===== src/rtl/core/mpe_pkg.sv =====
// ----------------------------------------------------------------------------
// MLFQS priority engine package
// Shared types, register indexes and constants for the scheduler core.
// ----------------------------------------------------------------------------
package mpe_pkg;

  // Register indexes on the configuration port.
  localparam logic [2:0] REG_MLFQS_ENABLE     = 3'd0;
  localparam logic [2:0] REG_ACTIVE_MASK      = 3'd1;
  localparam logic [2:0] REG_NICE_TABLE       = 3'd2;
  localparam logic [2:0] REG_HIGHEST_PRIORITY = 3'd3;
  localparam logic [2:0] REG_SECOND_TICKS     = 3'd4;
  localparam logic [2:0] REG_SLICE_TICKS      = 3'd5;

  // Fixed constants of the scheduler arithmetic.
  localparam int LOAD_DIV   = 60;
  localparam int CPU_SCALE  = 100;
  localparam int NICE_W     = 6;
  localparam int NICE_SLOTS = 8;

  // Reciprocals of 15 for the divisions by 60, applied after a right shift
  // by two. The load path is exact for shifted operands below 2^30 and the
  // ready path for shifted operands below 2^19.
  localparam int          RECIP_LOAD_SH  = 34;
  localparam logic [30:0] RECIP_LOAD     = 31'd1145324613;
  localparam int          RECIP_READY_SH = 23;
  localparam logic [19:0] RECIP_READY    = 20'd559241;

  typedef enum logic [3:0] {
    ST_IDLE,
    ST_RUN_INC,
    ST_LOAD_MUL,
    ST_LOAD_SET,
    ST_COEF_GO,
    ST_DIV_COEF,
    ST_SEC_MUL,
    ST_SEC_WR,
    ST_PRI,
    ST_OUT_MUL,
    ST_OUT_FIN
  } state_t;

  typedef struct packed {
    logic        mlfqs_enable;
    logic [7:0]  active_mask;
    logic [47:0] nice_table;
    logic [5:0]  highest_priority;
    logic [9:0]  second_ticks;
    logic [7:0]  slice_ticks;
  } cfg_t;

  typedef struct packed {
    logic accept;
    logic rc_inc;
    logic load_mul;
    logic div_start;
    logic load_set;
    logic slot_clear;
    logic slot_step;
    logic sec_mul;
    logic sec_wr;
    logic pri_wr;
    logic out_mul;
    logic out_fin;
  } ctrl_cmd_t;

  typedef struct packed {
    logic sec_fire;
    logic pri_fire;
    logic div_done;
    logic slot_last;
    logic out_free;
  } ctrl_stat_t;

  // Saturate a wide signed value to the 32-bit signed range.
  function automatic logic signed [31:0] sat_rc(input logic signed [63:0] v);
    logic signed [31:0] r;
    if (v > 64'sd2147483647) begin
      r = 32'sh7fffffff;
    end else if (v < -64'sd2147483648) begin
      r = 32'sh80000000;
    end else begin
      r = v[31:0];
    end
    return r;
  endfunction

endpackage


===== src/rtl/core/mpe_if.sv =====
// ----------------------------------------------------------------------------
// MLFQS priority engine channels
// Tick request channel and result channel with valid/ready handshakes.
// ----------------------------------------------------------------------------
interface mpe_tick_if;
  logic       valid;
  logic       ready;
  logic [2:0] run_slot;
  logic       running_idle;
  logic [3:0] ready_count;
  logic       new_slice;
  logic [2:0] query_thread;

  modport source(output valid, run_slot, running_idle, ready_count, new_slice,
                 query_thread, input ready);
  modport sink(input valid, run_slot, running_idle, ready_count, new_slice,
               query_thread, output ready);
endinterface

interface mpe_result_if;
  logic               valid;
  logic               ready;
  logic               yield_now;
  logic [9:0]         load_x100;
  logic signed [23:0] running_cpu_x100;
  logic [5:0]         running_priority;
  logic [5:0]         query_priority;
  logic               second_update;
  logic               priority_update;

  modport source(output valid, yield_now, load_x100, running_cpu_x100,
                 running_priority, query_priority, second_update, priority_update,
                 input ready);
  modport sink(input valid, yield_now, load_x100, running_cpu_x100,
               running_priority, query_priority, second_update, priority_update,
               output ready);
endinterface


===== src/rtl/core/mpe_div.sv =====
// ----------------------------------------------------------------------------
// MLFQS priority engine divider
// Unsigned restoring divider producing one quotient bit per cycle.
// ----------------------------------------------------------------------------
module mpe_div #(
  parameter int NUM_W = 46,
  parameter int DEN_W = 33
) (
  input  logic             clk,
  input  logic             rst,
  input  logic             start,
  input  logic [NUM_W-1:0] num,
  input  logic [DEN_W-1:0] den,
  output logic [NUM_W-1:0] quo,
  output logic             done
);
  localparam int CNT_W = $clog2(NUM_W + 1);

  logic [DEN_W-1:0] rem;
  logic [DEN_W-1:0] den_q;
  logic [CNT_W-1:0] cnt;
  logic             busy;
  logic [DEN_W:0]   shifted;
  logic [DEN_W+1:0] diff;
  logic             ge;

  // Trial subtraction of the divisor from the shifted remainder.
  always_comb begin
    shifted = {rem, quo[NUM_W-1]};
    diff    = {1'b0, shifted} - {2'b00, den_q};
    ge      = !diff[DEN_W+1];
  end

  // Control of the iteration.
  always_ff @(posedge clk) begin
    if (rst) begin
      busy <= 1'b0;
      done <= 1'b0;
      cnt  <= '0;
    end else begin
      done <= 1'b0;
      if (start) begin
        busy <= 1'b1;
        cnt  <= CNT_W'(NUM_W);
      end else if (busy) begin
        cnt <= cnt - 1'b1;
        if (cnt == CNT_W'(1)) begin
          busy <= 1'b0;
          done <= 1'b1;
        end
      end
    end
  end

  // Remainder and quotient shift registers.
  always_ff @(posedge clk) begin
    if (start) begin
      rem   <= '0;
      quo   <= num;
      den_q <= den;
    end else if (busy) begin
      rem <= ge ? diff[DEN_W-1:0] : shifted[DEN_W-1:0];
      quo <= {quo[NUM_W-2:0], ge};
    end
  end
endmodule


===== src/rtl/core/mpe_ctrl.sv =====
// ----------------------------------------------------------------------------
// MLFQS priority engine controller
// Sequences the per-tick work: cpu charge, load and decay, priorities, result.
// ----------------------------------------------------------------------------
module mpe_ctrl (
  input  logic               clk,
  input  logic               rst,
  input  logic               tick_valid,
  output logic               tick_ready,
  input  mpe_pkg::ctrl_stat_t stat,
  output mpe_pkg::ctrl_cmd_t  cmd
);
  mpe_pkg::state_t state;
  mpe_pkg::state_t state_next;

  // State register.
  always_ff @(posedge clk) begin
    if (rst) begin
      state <= mpe_pkg::ST_IDLE;
    end else begin
      state <= state_next;
    end
  end

  // Next state and datapath commands.
  always_comb begin
    state_next = state;
    cmd        = '0;
    tick_ready = 1'b0;
    case (state)
      mpe_pkg::ST_IDLE: begin
        tick_ready = 1'b1;
        if (tick_valid) begin
          cmd.accept = 1'b1;
          state_next = mpe_pkg::ST_RUN_INC;
        end
      end
      mpe_pkg::ST_RUN_INC: begin
        cmd.rc_inc = 1'b1;
        if (stat.sec_fire) begin
          state_next = mpe_pkg::ST_LOAD_MUL;
        end else if (stat.pri_fire) begin
          cmd.slot_clear = 1'b1;
          state_next     = mpe_pkg::ST_PRI;
        end else begin
          state_next = mpe_pkg::ST_OUT_MUL;
        end
      end
      mpe_pkg::ST_LOAD_MUL: begin
        cmd.load_mul = 1'b1;
        state_next   = mpe_pkg::ST_LOAD_SET;
      end
      mpe_pkg::ST_LOAD_SET: begin
        cmd.load_set = 1'b1;
        state_next   = mpe_pkg::ST_COEF_GO;
      end
      mpe_pkg::ST_COEF_GO: begin
        cmd.div_start = 1'b1;
        state_next    = mpe_pkg::ST_DIV_COEF;
      end
      mpe_pkg::ST_DIV_COEF: begin
        if (stat.div_done) begin
          cmd.slot_clear = 1'b1;
          state_next     = mpe_pkg::ST_SEC_MUL;
        end
      end
      mpe_pkg::ST_SEC_MUL: begin
        cmd.sec_mul = 1'b1;
        state_next  = mpe_pkg::ST_SEC_WR;
      end
      mpe_pkg::ST_SEC_WR: begin
        cmd.sec_wr = 1'b1;
        if (!stat.slot_last) begin
          cmd.slot_step = 1'b1;
          state_next    = mpe_pkg::ST_SEC_MUL;
        end else if (stat.pri_fire) begin
          cmd.slot_clear = 1'b1;
          state_next     = mpe_pkg::ST_PRI;
        end else begin
          state_next = mpe_pkg::ST_OUT_MUL;
        end
      end
      mpe_pkg::ST_PRI: begin
        cmd.pri_wr = 1'b1;
        if (stat.slot_last) begin
          state_next = mpe_pkg::ST_OUT_MUL;
        end else begin
          cmd.slot_step = 1'b1;
        end
      end
      mpe_pkg::ST_OUT_MUL: begin
        cmd.out_mul = 1'b1;
        state_next  = mpe_pkg::ST_OUT_FIN;
      end
      mpe_pkg::ST_OUT_FIN: begin
        if (stat.out_free) begin
          cmd.out_fin = 1'b1;
          state_next  = mpe_pkg::ST_IDLE;
        end
      end
      default: begin
        state_next = mpe_pkg::ST_IDLE;
      end
    endcase
  end
endmodule


===== src/rtl/core/mpe_datapath.sv =====
// ----------------------------------------------------------------------------
// MLFQS priority engine datapath
// Per-slot tables, load average, phase counters, divider and result register.
// ----------------------------------------------------------------------------
module mpe_datapath #(
  parameter int THREAD_SLOTS  = 8,
  parameter int FRACTION_BITS = 14
) (
  input  logic                clk,
  input  logic                rst,
  input  mpe_pkg::cfg_t       cfg,
  input  mpe_pkg::ctrl_cmd_t  cmd,
  output mpe_pkg::ctrl_stat_t stat,
  input  logic [2:0]          run_slot,
  input  logic                running_idle,
  input  logic [3:0]          ready_count,
  input  logic                new_slice,
  input  logic [2:0]          query_thread,
  input  logic                out_ready,
  output logic                out_valid,
  output logic                yield_now,
  output logic [9:0]          load_x100,
  output logic signed [23:0]  running_cpu_x100,
  output logic [5:0]          running_priority,
  output logic [5:0]          query_priority,
  output logic                second_update,
  output logic                priority_update
);
  // Only the first eight slots can ever be addressed or activated.
  localparam int NSLOT = (THREAD_SLOTS < mpe_pkg::NICE_SLOTS) ? THREAD_SLOTS
                                                               : mpe_pkg::NICE_SLOTS;
  localparam int SW    = $clog2(NSLOT);
  localparam int NUM_W = 32 + FRACTION_BITS;
  localparam int DEN_W = 33;
  localparam int PW    = FRACTION_BITS + 33;
  localparam logic signed [63:0] FONE = 64'sd1 <<< FRACTION_BITS;
  localparam logic signed [63:0] FHALF = FONE >>> 1;

  // Tables and scalar state.
  logic signed [31:0] rc_tab [NSLOT];
  logic [5:0]         pri_tab [NSLOT];
  logic signed [31:0] load;
  logic [9:0]         second_phase;
  logic [7:0]         priority_phase;
  logic [7:0]         slice_count;

  // Latched request fields and tick flags.
  logic [2:0] run_q;
  logic       idle_q;
  logic [3:0] ready_q;
  logic [2:0] query_q;
  logic       yield_q;
  logic       sec_q;
  logic       pri_q;

  // Working registers.
  logic [SW-1:0]            slot;
  logic [31:0]              qa;
  logic [31:0]              qb;
  logic [FRACTION_BITS-1:0] coef;
  logic signed [PW-1:0]     prod_q;
  logic [63:0]              load_prod_q;
  logic signed [63:0]       cpu_prod_q;
  logic [5:0]               run_pri_q;

  // Divider interface.
  logic [NUM_W-1:0] div_num;
  logic [DEN_W-1:0] div_den;
  logic [NUM_W-1:0] div_quo;
  logic             div_done;

  logic              run_ok;
  logic              query_ok;
  logic [SW-1:0]     rd_addr;
  logic signed [31:0] rd_rc;
  logic [5:0]        rd_pri;
  logic [63:0]       load_u;
  logic [63:0]       twol;
  logic [4:0]        ready_tot;
  logic [32:0]       load_up;
  logic [61:0]       load_prd;
  logic [31:0]       load_keep;
  logic [20:0]       rdy_fix;
  logic [39:0]       rdy_prd;
  logic [31:0]       rdy_part;
  logic [10:0]       sec_n;
  logic [8:0]        pri_n;
  logic [7:0]        slice_base;
  logic [7:0]        slice_new;
  logic              sec_hit;
  logic              pri_hit;
  logic signed [63:0] slot_nice;
  logic              slot_act;
  logic signed [63:0] sec_v;
  logic signed [63:0] pri_v;
  logic [5:0]        pri_new;
  logic [63:0]       load_x;
  logic signed [63:0] cpu_x;
  logic signed [63:0] cpu_r;
  logic signed [23:0] cpu_sat;

  // Truncating shift that rounds toward zero like a signed divide.
  function automatic logic signed [63:0] tshift(input logic signed [63:0] v,
                                                input int sh);
    logic signed [63:0] bias;
    bias = v[63] ? ((64'sd1 <<< sh) - 64'sd1) : 64'sd0;
    return (v + bias) >>> sh;
  endfunction

  assign run_ok   = int'(run_q) < NSLOT;
  assign query_ok = int'(query_q) < NSLOT;

  // Single read port of the slot tables.
  always_comb begin
    if (cmd.rc_inc || cmd.out_mul) begin
      rd_addr = run_q[SW-1:0];
    end else if (cmd.out_fin) begin
      rd_addr = query_q[SW-1:0];
    end else begin
      rd_addr = slot;
    end
    rd_rc  = rc_tab[rd_addr];
    rd_pri = pri_tab[rd_addr];
  end

  // Nice value and active bit of the slot under the sweep.
  always_comb begin
    logic [2:0] k;
    logic [mpe_pkg::NICE_W-1:0] nb;
    k         = 3'(slot);
    nb        = cfg.nice_table[k*mpe_pkg::NICE_W +: mpe_pkg::NICE_W];
    slot_nice = 64'(signed'(nb));
    slot_act  = cfg.active_mask[k];
  end

  // Phase counters and slice counter for the incoming tick.
  always_comb begin
    sec_n      = {1'b0, second_phase} + 11'd1;
    pri_n      = {1'b0, priority_phase} + 9'd1;
    sec_hit    = sec_n >= {1'b0, cfg.second_ticks};
    pri_hit    = pri_n >= {1'b0, cfg.slice_ticks};
    slice_base = new_slice ? 8'd0 : slice_count;
    slice_new  = (slice_base == 8'd255) ? slice_base : slice_base + 8'd1;
  end

  // Load update terms. The load is never negative, so load*59/60 equals
  // load - ceil(load/60); both divisions by 60 are a shift by two followed
  // by a reciprocal multiply by 1/15.
  always_comb begin
    ready_tot = {1'b0, ready_q} + {4'b0, !idle_q};
    load_up   = {1'b0, load} + 33'(mpe_pkg::LOAD_DIV - 1);
    load_prd  = 62'(load_up[32:2]) * 62'(mpe_pkg::RECIP_LOAD);
    load_keep = load - 32'(load_prd >> mpe_pkg::RECIP_LOAD_SH);
    rdy_fix   = 21'(ready_tot) << FRACTION_BITS;
    rdy_prd   = 40'(rdy_fix[20:2]) * 40'(mpe_pkg::RECIP_READY);
    rdy_part  = 32'(rdy_prd >> mpe_pkg::RECIP_READY_SH);
  end

  // Divider operands for the decay coefficient 2L*F/(2L+F).
  always_comb begin
    load_u  = {32'b0, load};
    twol    = load_u << 1;
    div_num = NUM_W'(twol << FRACTION_BITS);
    div_den = DEN_W'(twol + 64'(FONE));
  end

  mpe_div #(
    .NUM_W(NUM_W),
    .DEN_W(DEN_W)
  ) u_div (
    .clk  (clk),
    .rst  (rst),
    .start(cmd.div_start),
    .num  (div_num),
    .den  (div_den),
    .quo  (div_quo),
    .done (div_done)
  );

  // Recent cpu decay and priority formulas for the slot under the sweep.
  always_comb begin
    sec_v = tshift(64'(prod_q), FRACTION_BITS) + (slot_nice <<< FRACTION_BITS);
    pri_v = $signed({58'b0, cfg.highest_priority})
          - tshift(64'(rd_rc), FRACTION_BITS + 2) - (slot_nice <<< 1);
    if (pri_v < 64'sd0) begin
      pri_new = 6'd0;
    end else if (pri_v > $signed({58'b0, cfg.highest_priority})) begin
      pri_new = cfg.highest_priority;
    end else begin
      pri_new = pri_v[5:0];
    end
  end

  // Rounding and saturation of the reported values.
  always_comb begin
    load_x = (load_prod_q + 64'(FHALF)) >> FRACTION_BITS;
    if (cpu_prod_q >= 64'sd0) begin
      cpu_x = (cpu_prod_q + FHALF) >>> FRACTION_BITS;
    end else begin
      cpu_x = -((-cpu_prod_q + FHALF) >>> FRACTION_BITS);
    end
    cpu_r = cpu_x;
    if (cpu_r > 64'sd8388607) begin
      cpu_sat = 24'sh7fffff;
    end else if (cpu_r < -64'sd8388608) begin
      cpu_sat = 24'sh800000;
    end else begin
      cpu_sat = cpu_r[23:0];
    end
  end

  // Control state: counters, tables, load and flags.
  always_ff @(posedge clk) begin
    if (rst) begin
      second_phase   <= '0;
      priority_phase <= '0;
      slice_count    <= '0;
      load           <= '0;
      sec_q          <= 1'b0;
      pri_q          <= 1'b0;
      yield_q        <= 1'b0;
      slot           <= '0;
      out_valid      <= 1'b0;
      for (int i = 0; i < NSLOT; i++) begin
        rc_tab[i]  <= '0;
        pri_tab[i] <= 6'd63;
      end
    end else begin
      if (cmd.accept) begin
        second_phase   <= sec_hit ? 10'd0 : sec_n[9:0];
        priority_phase <= pri_hit ? 8'd0 : pri_n[7:0];
        slice_count    <= slice_new;
        yield_q        <= slice_new >= cfg.slice_ticks;
        sec_q          <= sec_hit && cfg.mlfqs_enable;
        pri_q          <= pri_hit && cfg.mlfqs_enable;
      end
      // Charge the running thread for this tick.
      if (cmd.rc_inc && cfg.mlfqs_enable && !idle_q && run_ok) begin
        rc_tab[rd_addr] <= mpe_pkg::sat_rc(64'(rd_rc) + FONE);
      end
      if (cmd.load_set) begin
        load <= mpe_pkg::sat_rc($signed(64'(qa) + 64'(qb)));
      end
      if (cmd.slot_clear) begin
        slot <= '0;
      end else if (cmd.slot_step) begin
        slot <= slot + 1'b1;
      end
      if (cmd.sec_wr && slot_act) begin
        rc_tab[slot] <= mpe_pkg::sat_rc(sec_v);
      end
      if (cmd.pri_wr && slot_act) begin
        pri_tab[slot] <= pri_new;
      end
      // Result register: filled when the tick is done, emptied on take.
      if (cmd.out_fin) begin
        out_valid <= 1'b1;
      end else if (out_ready) begin
        out_valid <= 1'b0;
      end
    end
  end

  // Payload registers.
  always_ff @(posedge clk) begin
    if (cmd.accept) begin
      run_q   <= run_slot;
      idle_q  <= running_idle;
      ready_q <= ready_count;
      query_q <= query_thread;
    end
    if (cmd.load_mul) begin
      qa <= load_keep;
      qb <= rdy_part;
    end
    if (div_done) begin
      coef <= div_quo[FRACTION_BITS-1:0];
    end
    if (cmd.sec_mul) begin
      prod_q <= $signed({1'b0, coef}) * rd_rc;
    end
    if (cmd.out_mul) begin
      load_prod_q <= {32'b0, load[31:0]} * 64'(mpe_pkg::CPU_SCALE);
      cpu_prod_q  <= 64'(rd_rc) * 64'sd100;
      run_pri_q   <= rd_pri;
    end
    if (cmd.out_fin) begin
      yield_now        <= yield_q;
      load_x100        <= (load_x > 64'd1023) ? 10'd1023 : load_x[9:0];
      running_cpu_x100 <= run_ok ? cpu_sat : 24'sd0;
      running_priority <= run_ok ? run_pri_q : 6'd0;
      query_priority   <= query_ok ? rd_pri : 6'd0;
      second_update    <= sec_q;
      priority_update  <= pri_q;
    end
  end

  // Status toward the controller.
  always_comb begin
    stat.sec_fire  = sec_q;
    stat.pri_fire  = pri_q;
    stat.div_done  = div_done;
    stat.slot_last = int'(slot) == NSLOT - 1;
    stat.out_free  = !out_valid || out_ready;
  end
endmodule


===== src/rtl/core/mlfqs_priority_engine_core.sv =====
// ----------------------------------------------------------------------------
// MLFQS priority engine core
// Scheduler arithmetic of a multi-level feedback queue in 17.14 fixed point.
// ----------------------------------------------------------------------------
// Usage:
// The tick channel takes one timer tick per request: the running slot, its
// idle flag, the ready queue length, the slice restart flag and a slot to
// query. For each request one result request leaves on the result channel.
// An ordinary tick passes the charge, output multiply and output finish steps
// before its result is registered; no new tick is taken before that.
// A priority tick adds a priority sweep step for each thread slot.
// A second tick adds the load multiply and load set steps, a step to start the
// bit-serial divider, the coefficient divide, and a multiply and a write step
// per slot for the recent cpu decay, ahead of any priority sweep.
// A new tick is accepted while a finished result waits in the output
// register; if the receiver stalls, the next tick is held in its last step
// until the register frees.
// Reset clears recent cpu and load to zero, all priorities to 63 and the
// registers to their reset values. Registers sit on the APB port at 8*index
// and are to be written only while the block is idle.
// ----------------------------------------------------------------------------
module mlfqs_priority_engine_core #(
  parameter int THREAD_SLOTS  = 8,
  parameter int FRACTION_BITS = 14
) (
  input  logic        clk,
  input  logic        rst,
  mpe_tick_if.sink    tick,
  mpe_result_if.source result,
  input  logic        psel,
  input  logic        penable,
  input  logic        pwrite,
  input  logic [5:0]  paddr,
  input  logic [63:0] pwdata,
  output logic [63:0] prdata,
  output logic        pready
);
  mpe_pkg::cfg_t       cfg;
  mpe_pkg::ctrl_cmd_t  cmd;
  mpe_pkg::ctrl_stat_t stat;
  logic [2:0]          reg_idx;

  assign pready  = 1'b1;
  assign reg_idx = paddr[5:3];

  // Configuration registers.
  always_ff @(posedge clk) begin
    if (rst) begin
      cfg.mlfqs_enable     <= 1'b0;
      cfg.active_mask      <= '0;
      cfg.nice_table       <= '0;
      cfg.highest_priority <= 6'd63;
      cfg.second_ticks     <= 10'd100;
      cfg.slice_ticks      <= 8'd4;
    end else if (psel && penable && pwrite && pready) begin
      case (reg_idx)
        mpe_pkg::REG_MLFQS_ENABLE:     cfg.mlfqs_enable     <= pwdata[0];
        mpe_pkg::REG_ACTIVE_MASK:      cfg.active_mask      <= pwdata[7:0];
        mpe_pkg::REG_NICE_TABLE:       cfg.nice_table       <= pwdata[47:0];
        mpe_pkg::REG_HIGHEST_PRIORITY: cfg.highest_priority <= pwdata[5:0];
        mpe_pkg::REG_SECOND_TICKS:     cfg.second_ticks     <= pwdata[9:0];
        mpe_pkg::REG_SLICE_TICKS:      cfg.slice_ticks      <= pwdata[7:0];
        default: begin
        end
      endcase
    end
  end

  // Register read back.
  always_comb begin
    case (reg_idx)
      mpe_pkg::REG_MLFQS_ENABLE:     prdata = 64'(cfg.mlfqs_enable);
      mpe_pkg::REG_ACTIVE_MASK:      prdata = 64'(cfg.active_mask);
      mpe_pkg::REG_NICE_TABLE:       prdata = 64'(cfg.nice_table);
      mpe_pkg::REG_HIGHEST_PRIORITY: prdata = 64'(cfg.highest_priority);
      mpe_pkg::REG_SECOND_TICKS:     prdata = 64'(cfg.second_ticks);
      mpe_pkg::REG_SLICE_TICKS:      prdata = 64'(cfg.slice_ticks);
      default:                       prdata = '0;
    endcase
  end

  mpe_ctrl u_ctrl (
    .clk       (clk),
    .rst       (rst),
    .tick_valid(tick.valid),
    .tick_ready(tick.ready),
    .stat      (stat),
    .cmd       (cmd)
  );

  mpe_datapath #(
    .THREAD_SLOTS (THREAD_SLOTS),
    .FRACTION_BITS(FRACTION_BITS)
  ) u_datapath (
    .clk             (clk),
    .rst             (rst),
    .cfg             (cfg),
    .cmd             (cmd),
    .stat            (stat),
    .run_slot        (tick.run_slot),
    .running_idle    (tick.running_idle),
    .ready_count     (tick.ready_count),
    .new_slice       (tick.new_slice),
    .query_thread    (tick.query_thread),
    .out_ready       (result.ready),
    .out_valid       (result.valid),
    .yield_now       (result.yield_now),
    .load_x100       (result.load_x100),
    .running_cpu_x100(result.running_cpu_x100),
    .running_priority(result.running_priority),
    .query_priority  (result.query_priority),
    .second_update   (result.second_update),
    .priority_update (result.priority_update)
  );
endmodule


===== src/flat_wrapper.sv =====
// flat-port wrapper written by rule: the top's interface ports become plain ports
module mlfqs_priority_engine_core_flat 
#(
  parameter int THREAD_SLOTS  = 8,
  parameter int FRACTION_BITS = 14
)
  (clk, rst, psel, penable, pwrite, paddr, pwdata, prdata, pready, tick_valid, tick_run_slot, tick_running_idle, tick_ready_count, tick_new_slice, tick_query_thread, tick_ready, result_valid, result_yield_now, result_load_x100, result_running_cpu_x100, result_running_priority, result_query_priority, result_second_update, result_priority_update, result_ready);
  mpe_tick_if tick_i ();
  mpe_result_if result_i ();
  input  logic clk;
  input  logic rst;
  input  logic psel;
  input  logic penable;
  input  logic pwrite;
  input  logic [5:0] paddr;
  input  logic [63:0] pwdata;
  output logic [63:0] prdata;
  output logic pready;
  input wire logic [$bits(tick_i.valid)-1:0] tick_valid;
  input wire logic [$bits(tick_i.run_slot)-1:0] tick_run_slot;
  input wire logic [$bits(tick_i.running_idle)-1:0] tick_running_idle;
  input wire logic [$bits(tick_i.ready_count)-1:0] tick_ready_count;
  input wire logic [$bits(tick_i.new_slice)-1:0] tick_new_slice;
  input wire logic [$bits(tick_i.query_thread)-1:0] tick_query_thread;
  output wire logic [$bits(tick_i.ready)-1:0] tick_ready;
  output wire logic [$bits(result_i.valid)-1:0] result_valid;
  output wire logic [$bits(result_i.yield_now)-1:0] result_yield_now;
  output wire logic [$bits(result_i.load_x100)-1:0] result_load_x100;
  output wire logic [$bits(result_i.running_cpu_x100)-1:0] result_running_cpu_x100;
  output wire logic [$bits(result_i.running_priority)-1:0] result_running_priority;
  output wire logic [$bits(result_i.query_priority)-1:0] result_query_priority;
  output wire logic [$bits(result_i.second_update)-1:0] result_second_update;
  output wire logic [$bits(result_i.priority_update)-1:0] result_priority_update;
  input wire logic [$bits(result_i.ready)-1:0] result_ready;
  assign tick_i.valid = tick_valid;
  assign tick_i.run_slot = tick_run_slot;
  assign tick_i.running_idle = tick_running_idle;
  assign tick_i.ready_count = tick_ready_count;
  assign tick_i.new_slice = tick_new_slice;
  assign tick_i.query_thread = tick_query_thread;
  assign tick_ready = tick_i.ready;
  assign result_valid = result_i.valid;
  assign result_yield_now = result_i.yield_now;
  assign result_load_x100 = result_i.load_x100;
  assign result_running_cpu_x100 = result_i.running_cpu_x100;
  assign result_running_priority = result_i.running_priority;
  assign result_query_priority = result_i.query_priority;
  assign result_second_update = result_i.second_update;
  assign result_priority_update = result_i.priority_update;
  assign result_i.ready = result_ready;
  mlfqs_priority_engine_core #(.THREAD_SLOTS(THREAD_SLOTS), .FRACTION_BITS(FRACTION_BITS)) u_core (.clk(clk), .rst(rst), .tick(tick_i), .result(result_i), .psel(psel), .penable(penable), .pwrite(pwrite), .paddr(paddr), .pwdata(pwdata), .prdata(prdata), .pready(pready));
endmodule

===== config.mk =====
export PLATFORM = sky130hd
export DESIGN_NAME = mlfqs_priority_engine_core_flat
export DESIGN_NICKNAME = d
export VERILOG_FILES = /design/src/rtl/core/mpe_pkg.sv /design/src/rtl/core/mpe_if.sv /design/src/rtl/core/mpe_div.sv /design/src/rtl/core/mpe_ctrl.sv /design/src/rtl/core/mpe_datapath.sv /design/src/rtl/core/mlfqs_priority_engine_core.sv /design/src/flat_wrapper.sv
export SDC_FILE = /design/constraint.sdc
export NUM_CORES = 2
export LEC_CHECK = 0
export BUFFER_PORTS_ARGS = -buffer_cell sky130_fd_sc_hd__buf_2
export CAP_MARGIN = 0
export CORE_MARGIN = 2
export CORE_UTILIZATION = 45
export CTS_BUF_LIST = sky130_fd_sc_hd__clkbuf_2
export DETAILED_ROUTE_END_ITERATION = 7
export SLEW_MARGIN = 20
export SYNTH_ARGS = -nofsm -noshare
export SYNTH_HDL_FRONTEND = slang
export SYNTH_SLANG_ARGS = --single-unit

===== constraint.sdc =====
create_clock -name clk -period 10.58 [get_ports clk]
set_input_delay 1.587 -clock clk [delete_from_list [all_inputs] [get_ports clk]]
set_output_delay 1.587 -clock clk [all_outputs]
set_load 0.01 [all_outputs]

# --- Word level (Yosys, flattened, before mapping) ---
# Memory sizes are Yosys's and may differ from the RTL's.
# Cells that the tools add are included.
totals:
  input_bits: 89
  n_memories: 2
  regBits: 544
  wordCells: 227
  ram_bits: 304
  out_inout_bits: 116
memory_table:
  columns: ["memory", "words", "width", "read_ports", "rd_clocked_by_memory_dff", "wr", "line", "source"]
  rows:
  - ["u_core.u_datapath.rc_tab", 8, 32, 1, 0, 8, "mpe_datapath.sv:40", "logic signed [31:0] rc_tab [NSLOT];"]
  - ["u_core.u_datapath.pri_tab", 8, 6, 1, 0, 8, "mpe_datapath.sv:41", "logic [5:0] pri_tab [NSLOT];"]
op_classes:
  mul: 6
  muxes: 84
  order_cmp: 16
  eq_ne: 22
  n_bitwise: 1
  n_addsub: 22
  shifts: 1
  reduce_logical: 31
ops:
  columns: ["cell", "count"]
  rows:
  - ["2-to-1 mux 32 bit", 12]
  - ["one-hot mux 48 bit (6 select lines)", 1]
  - ["adder 64 x 15 -> 64 bit, second input constant", 2]
  - ["2-to-1 mux 46 bit", 2]
  - ["greater-or-equal comparator 64 x 1 -> 1 bit, second input constant", 1]
  - ["greater-than comparator 64 x 24 -> 1 bit, second input constant", 1]
  - ["< comparator 64 x 24 -> 1 bit, second input constant", 1]
  - ["2-to-1 mux 64 bit", 1]
  - ["negator 50 -> 64 bit", 1]
  - ["negator 64 bit", 1]
  - ["OR reduction 32 bit", 2]
  - ["multiplier 31 x 31 -> 62 bit, second input constant", 1]
  - ["adder 47 x 15 -> 48 bit", 1]
  - ["variable part select 48 x 7 -> 6 bit", 1]
  - ["multiplier 15 x 32 -> 47 bit", 1]
  - ["one-hot mux 4 bit (11 select lines)", 1]
  - ["2-to-1 mux 1 bit", 41]
  - ["adder 39 x 14 -> 40 bit, second input constant", 1]
  - ["multiplier 32 x 6 -> 38 bit, second input constant", 1]
  - ["multiplier 32 x 5 -> 37 bit, second input constant", 1]
  - ["adder 34 x 20 -> 35 bit", 1]
  - ["greater-than comparator 35 x 32 -> 1 bit, second input constant", 1]
  - ["< comparator 35 x 32 -> 1 bit, second input constant", 1]
  - ["subtractor 34 x 33 -> 35 bit", 1]
  - ["61 further kinds", 105]

# --- Logic depth before layout (Yosys ltp) ---
# An unclocked memory read counts as a cell.
logic_depth:
  ltp_word: 15
  ltp_mapped: 47
  mapped_depth_nobuf: 47

# --- By module ---
# A second synthesis with hierarchy kept.
unflattened:
  hier_cells: 7546
  hier_area_um2: 76713.6
modules_own_cells:
  columns: ["module", "cells_each", "n_inst", "area_each_um2"]
  rows:
  - ["mpe_datapath", 6410, 1, 65424.0]
  - ["mpe_div", 636, 1, 6703.9]
  - ["mlfqs_priority_engine_core", 441, 1, 4166.5]
  - ["mpe_ctrl", 59, 1, 419.2]

# --- Worst setup path after synthesis ---
# Ideal clock, no wire load.
synth_path:
  path_kind: "input port to flip-flop"
  start: "input port result_ready"
  end: "memory u_core.u_datapath.pri_tab[1][0] (data pin)"
  arrival_ns: 11.262
  path_buffers: 3
  path_stages: 36
  setup_slack_ns: -0.943
  cell_sequence: "nor2b_1 nor2_1 a21oi_1 a221oi_1 o32a_1 mux2i_1 clkbuf_1 ha_1 a21o_1 a21o_1 a21oi_1 nor2b_1 o21ai_0 o311ai_0 a21oi_1 nand2b_1 xnor2_1 fa_1 inv_1 ha_1 o21ai_0 a21oi_1 o21a_1 nor2_1 xnor2_1 ha_1 o31a_1 o22ai_1 o2111ai_1 nor4_1 nand3_1 a211o_1 o211a_1 clkbuf_1 clkbuf_1 a221o_1"
synth_lines:
  columns: ["item", "line", "source"]
  rows:
  - ["start, declared", "flat_wrapper.sv:34", "input wire logic [$bits(result_i.ready)-1:0] result_ready;"]
  - ["end, declared", "mpe_datapath.sv:41", null]

# --- Final worst setup path ---
layout_path:
  start: "register u_core.u_datapath.load[1]"
  end: "register u_core.u_datapath.qa[30] (data pin)"
layout_between:
  elab_chain_len: 3
layout_rtl:
  columns: ["item", "line", "source"]
  rows:
  - ["start, declared", "mpe_datapath.sv:42", "logic signed [31:0] load;"]
  - ["start signal, assigned", "mpe_datapath.sv:242", "load <= mpe_pkg::sat_rc($signed(64'(qa) + 64'(qb)));"]
  - ["adder 32 x 6 -> 33 bit", "mpe_datapath.sv:151", "load_up = {1'b0, load} + 33'(mpe_pkg::LOAD_DIV - 1);"]
  - ["multiplier 31 x 31 -> 62 bit", "mpe_datapath.sv:152", "load_prd = 62'(load_up[32:2]) * 62'(mpe_pkg::RECIP_LOAD);"]
  - ["subtractor 32 x 28 -> 32 bit (*)", "mpe_datapath.sv:153", "load_keep = load - 32'(load_prd >> mpe_pkg::RECIP_LOAD_SH);"]
  - ["named net u_core.u_datapath.load_keep[30]", "mpe_datapath.sv:82", "logic [31:0] load_keep;"]
  - ["end signal, assigned", "mpe_datapath.sv:273", "qa <= load_keep;"]
  - ["end, declared", "mpe_datapath.sv:58", "logic [31:0] qa;"]
# The timed path passes the listed nets; every way through them passes the cells marked *.
# A chain may end at the register's enable or synchronous reset.

==> summary.md <==
| Metric | Value |
|---|---|
| Area fraction of the dominant cell type after synthesis | 0.2414 |
| Layout cells sized above 1 | 0.1262 |
| Endpoint class of the critical path | register |
| Worst R2R Setup Slack | 0.54 ns |
| CP top delay family | adder cells |
| Max Cap Viol | 0 |
| Final Critical Period | 10.04 ns |
| Vias | 58820 |
| Tot GR Track Use | 0.2494 |
| Detail Route Antenna Nets | 0 |
| Mapped Area | 75020 um^2 |
| Die W | 412.3 um |
| Crit-path slowest cell | fa_1 |
| Remaining DRCs | 0 |
| Critical R2R Launch | u_core.u_datapath.load[1]$_SDFFE_PP0P_ |
| Worst EP required | 11.89 ns |
| Pre-antenna DRT Iters | 6 |
| DR vias/cell | 5.433 |
| Least-Margin Pin Slew | 1.120 ns |
| Worst slew margin | 0.2519 |
| FFs w/ async S/R, synth | 0 |
| CTS tree | built |
| Port Buffers | 168 |
| WL per Instance | 19.47 um |
| Outcome | completed |
| Average cell area after synthesis | 9.466 um^2 |
| Post-synthesis register bit count | 809 |
| Register area share after synthesis | 0.2963 |
| Rows | 149 |
| Finish-stage setup viols | 0 |
| Ys Warns | 0 |
| Synth top area cells | edfxtp_1 (24%), fa_1 (17%), ha_1 (14%) |
| Final global-route overflow total | 0 |
| WHS Path Cells | 3 |
| Final Hold Vio Count | 0 |
| DPL Wire Length | 159100 um |
| WP depth | 49 |
| Inst Count DP | 10410 |
| Clk root buf | clkbuf_2 |
| Clock insertion delay at the later pin of the skew report | 1.71 ns |
| Cts bufs inserted | 202 |
| Reg2Reg Depth | 49 |
| CTS H-tree depth | 4 |
| Die Ht | 412.3 um |
| Critical path origin | u_core.u_datapath.load[1]$_SDFFE_PP0P_ |
| CTS Buffer Depth | 3 |
| Initial antenna violation count | 5 |
| Most frequent cell after synthesis | inv_1 |
| Layout area overhead | 11.59% |
| Number of global-route vias before repair | 59790 |
| Yosys cell types | 95 |
| Hold/Removal Path Class | primary input to register |
| Synth top cells by count | inv_1 (957), nand2_1 (915), ha_1 (810), fa_1 (629), nor2_1 (611) |
| Initial DRC Count | 4159 |
| Core Area | 165200 um^2 |
| Non-Filler Instances | 10830 |
| Die area | 170000 um^2 |
| Area leader, netlist | edfxtp_1 |
| First-pass GRT wire length | 331400 um |
| GP Congestion | 0.9269 |
| Max incr delay on CP | 0.53 ns |
| Starting Density | 0.4542 |
| Crit Path Max Fanout | 4 |
| Clk pin slew, worst setup/hold paths | 0.10 ns |
| Number of flops mapped to enable cells by yosys | 603 |
| Peak Freq | 99.65 MHz |
| Startpoint Class | register |
| DRT Wirelength | 210800 um |
| Largest net degree at the start of global routing | 81 |
| Post-Syn Instances | 7925 |
| Worst r2r dst | u_core.u_datapath.qa[30]$_DFFE_PP_ |
| Most used DFF post-synth | edfxtp_1 |
| Tcrit/Tclk final | 0.9485 |
| Worst Setup EP | u_core.u_datapath.qa[30]$_DFFE_PP_ |
| Worst Path Arrival | 11.35 ns |
| Sink Count | 809 |
| Nets@finish | 10010 |
| Kind of critical path | register to register |
| WP buf/inv | 9 |
| Final Max Slew Viols | 0 |
| I/O Pins | 205 |
| Clock Skews | 0.1717 ns |
-- stage by stage --
| step | TNS (ns) | utilization | area [um^2] | hold slack [ns] | worst slack, ns |
|---|---|---|---|---|---|
| global route | -0.3441 | 0.5068 | 83710 | 0.09298 | -0.08595 |
| global placement | -1.411 | 0.4915 | 81180 | 0.4047 | -0.2034 |
| detailed placement | -2.014 | 0.4915 | 81180 | 0.4071 | -0.2627 |
| CTS | 0 | 0.5057 | 83530 | 0.002621 | 0.008980 |
| finish | 0 | 0.5068 | 83720 | 0.2613 | 0.5444 |
| floorplan | 0 | - | 75080 | 0.4003 | 0.03760 |
-- placed cells by master (no fill, tap or decap), drive strengths merged, types with 38 or more instances in the layout --
cell type      n
and2         314
nor2         614
clkinv        56
o21a          42
nand2b        46
a21o         140
dfxtp        206
nand4         50
nand2        915
a211oi        69
nand3        298
xor2         128
nor3          76
a221o         38
ha           810
dlygate4sd3   49
inv          968
o21ai        271
fa           629
xnor2        276
mux2i         74
edfxtp       603
clkbuf       288
a21oi        348
and3          81
nor2b         63
a31oi         45
buf          640
-- flip-flops by register name, indices dropped and copies added, names as in the netlist, 6 cells and up --
name and cells:
u_core.u_datapath.u_div.cnt 6, u_core.u_datapath.running_cpu_x100 24, u_core.u_datapath.coef 14, u_core.u_datapath.qb 13, u_core.u_datapath.running_priority 6, u_core.cfg 81
u_core.u_datapath.qa 32, u_core.u_datapath.load_x100 10, u_core.u_datapath.pri_tab 48, u_core.u_datapath.load_prod_q 26, u_core.u_datapath.run_pri_q 6, u_core.u_datapath.load 32
u_core.u_datapath.priority_phase 8, u_core.u_datapath.second_phase 10, u_core.u_datapath.u_div.quo 46, u_core.u_datapath.slice_count 8, u_core.u_datapath.u_div.den_q 32, u_core.u_datapath.rc_tab 256
u_core.u_datapath.query_priority 6, u_core.u_datapath.cpu_prod_q 38, u_core.u_datapath.prod_q 47, u_core.u_datapath.u_div.rem 33
-- worst min-delay path by stage --
stage,startpoint,endpoint,slack [ns]
2_1_floorplan,u_core.u_datapath.run_pri_q[0]$_DFFE_PP_,u_core.u_datapath.running_priority[0]$_DFFE_PN_,0.40
3_3_place_gp,u_core.u_datapath.run_pri_q[5]$_DFFE_PP_,u_core.u_datapath.running_priority[5]$_DFFE_PN_,0.40
3_5_place_dp,u_core.u_datapath.run_pri_q[1]$_DFFE_PP_,u_core.u_datapath.running_priority[1]$_DFFE_PN_,0.41
4_1_cts,pwdata[44],u_core.cfg[68]$_SDFFE_PP0P_,0.003
5_1_grt,pwdata[44],u_core.cfg[68]$_SDFFE_PP0P_,0.09
6_report,pwdata[46],u_core.cfg[70]$_SDFFE_PP0P_,0.26
-- routing by layer --
layer,share of wire,up-vias,global-route usage
met3,0.044,373,0.02765
met5,0,-,0
met4,0.038,0,0.1021
li1,-,28040,-
met2,0.49,1561,0.4305
met1,0.42,28840,0.3179
-- worst min-delay path, delay by kind of cell --
family	cells	cell delay (ns)
buf+inv	1	0.13
simple gates	1	0.06
compound gates	1	0.05
-- logic make-up (layout without fill, tap and decap cells) --
kind of cell | after synthesis | after routing | synth area share
simple gates | 2603 | 2603 | 0.1618
fa+ha+maj | 1440 | 1440 | 0.3031
buf+inv | 1318 | 2006 | 0.06723
compound gates | 1258 | 1258 | 0.1105
flops | 809 | 809 | 0.2963
xor+xnor | 404 | 404 | 0.04717
mux | 91 | 91 | 0.01378
other cells | 2 | 25 | 0.0001001
-- what timing repair did --
action / CTS / global route
gates resized for setup: 9 / 42
pin swaps: 1 / 8
buffers inserted: 0 / 3
gates cloned: 0 / 0
hold buffers: 49 / 0
setup endpoints to repair: 8 / 15
hold endpoints to repair: 51 / 0
-- layout make-up --
type	instances	area, um^2
antenna	7	17.52
clock buffer	288	1441
clock inverter	67	387.9
fill	15470	81460
inverter	962	3611
multi-input combinational	5814	48090
sequential	809	22240
tap	2189	2739
timing repair buffer	689	5190
Power is not shown: default switching activity piles up to over one toggle a cycle in this logic, so the estimate is an artifact.
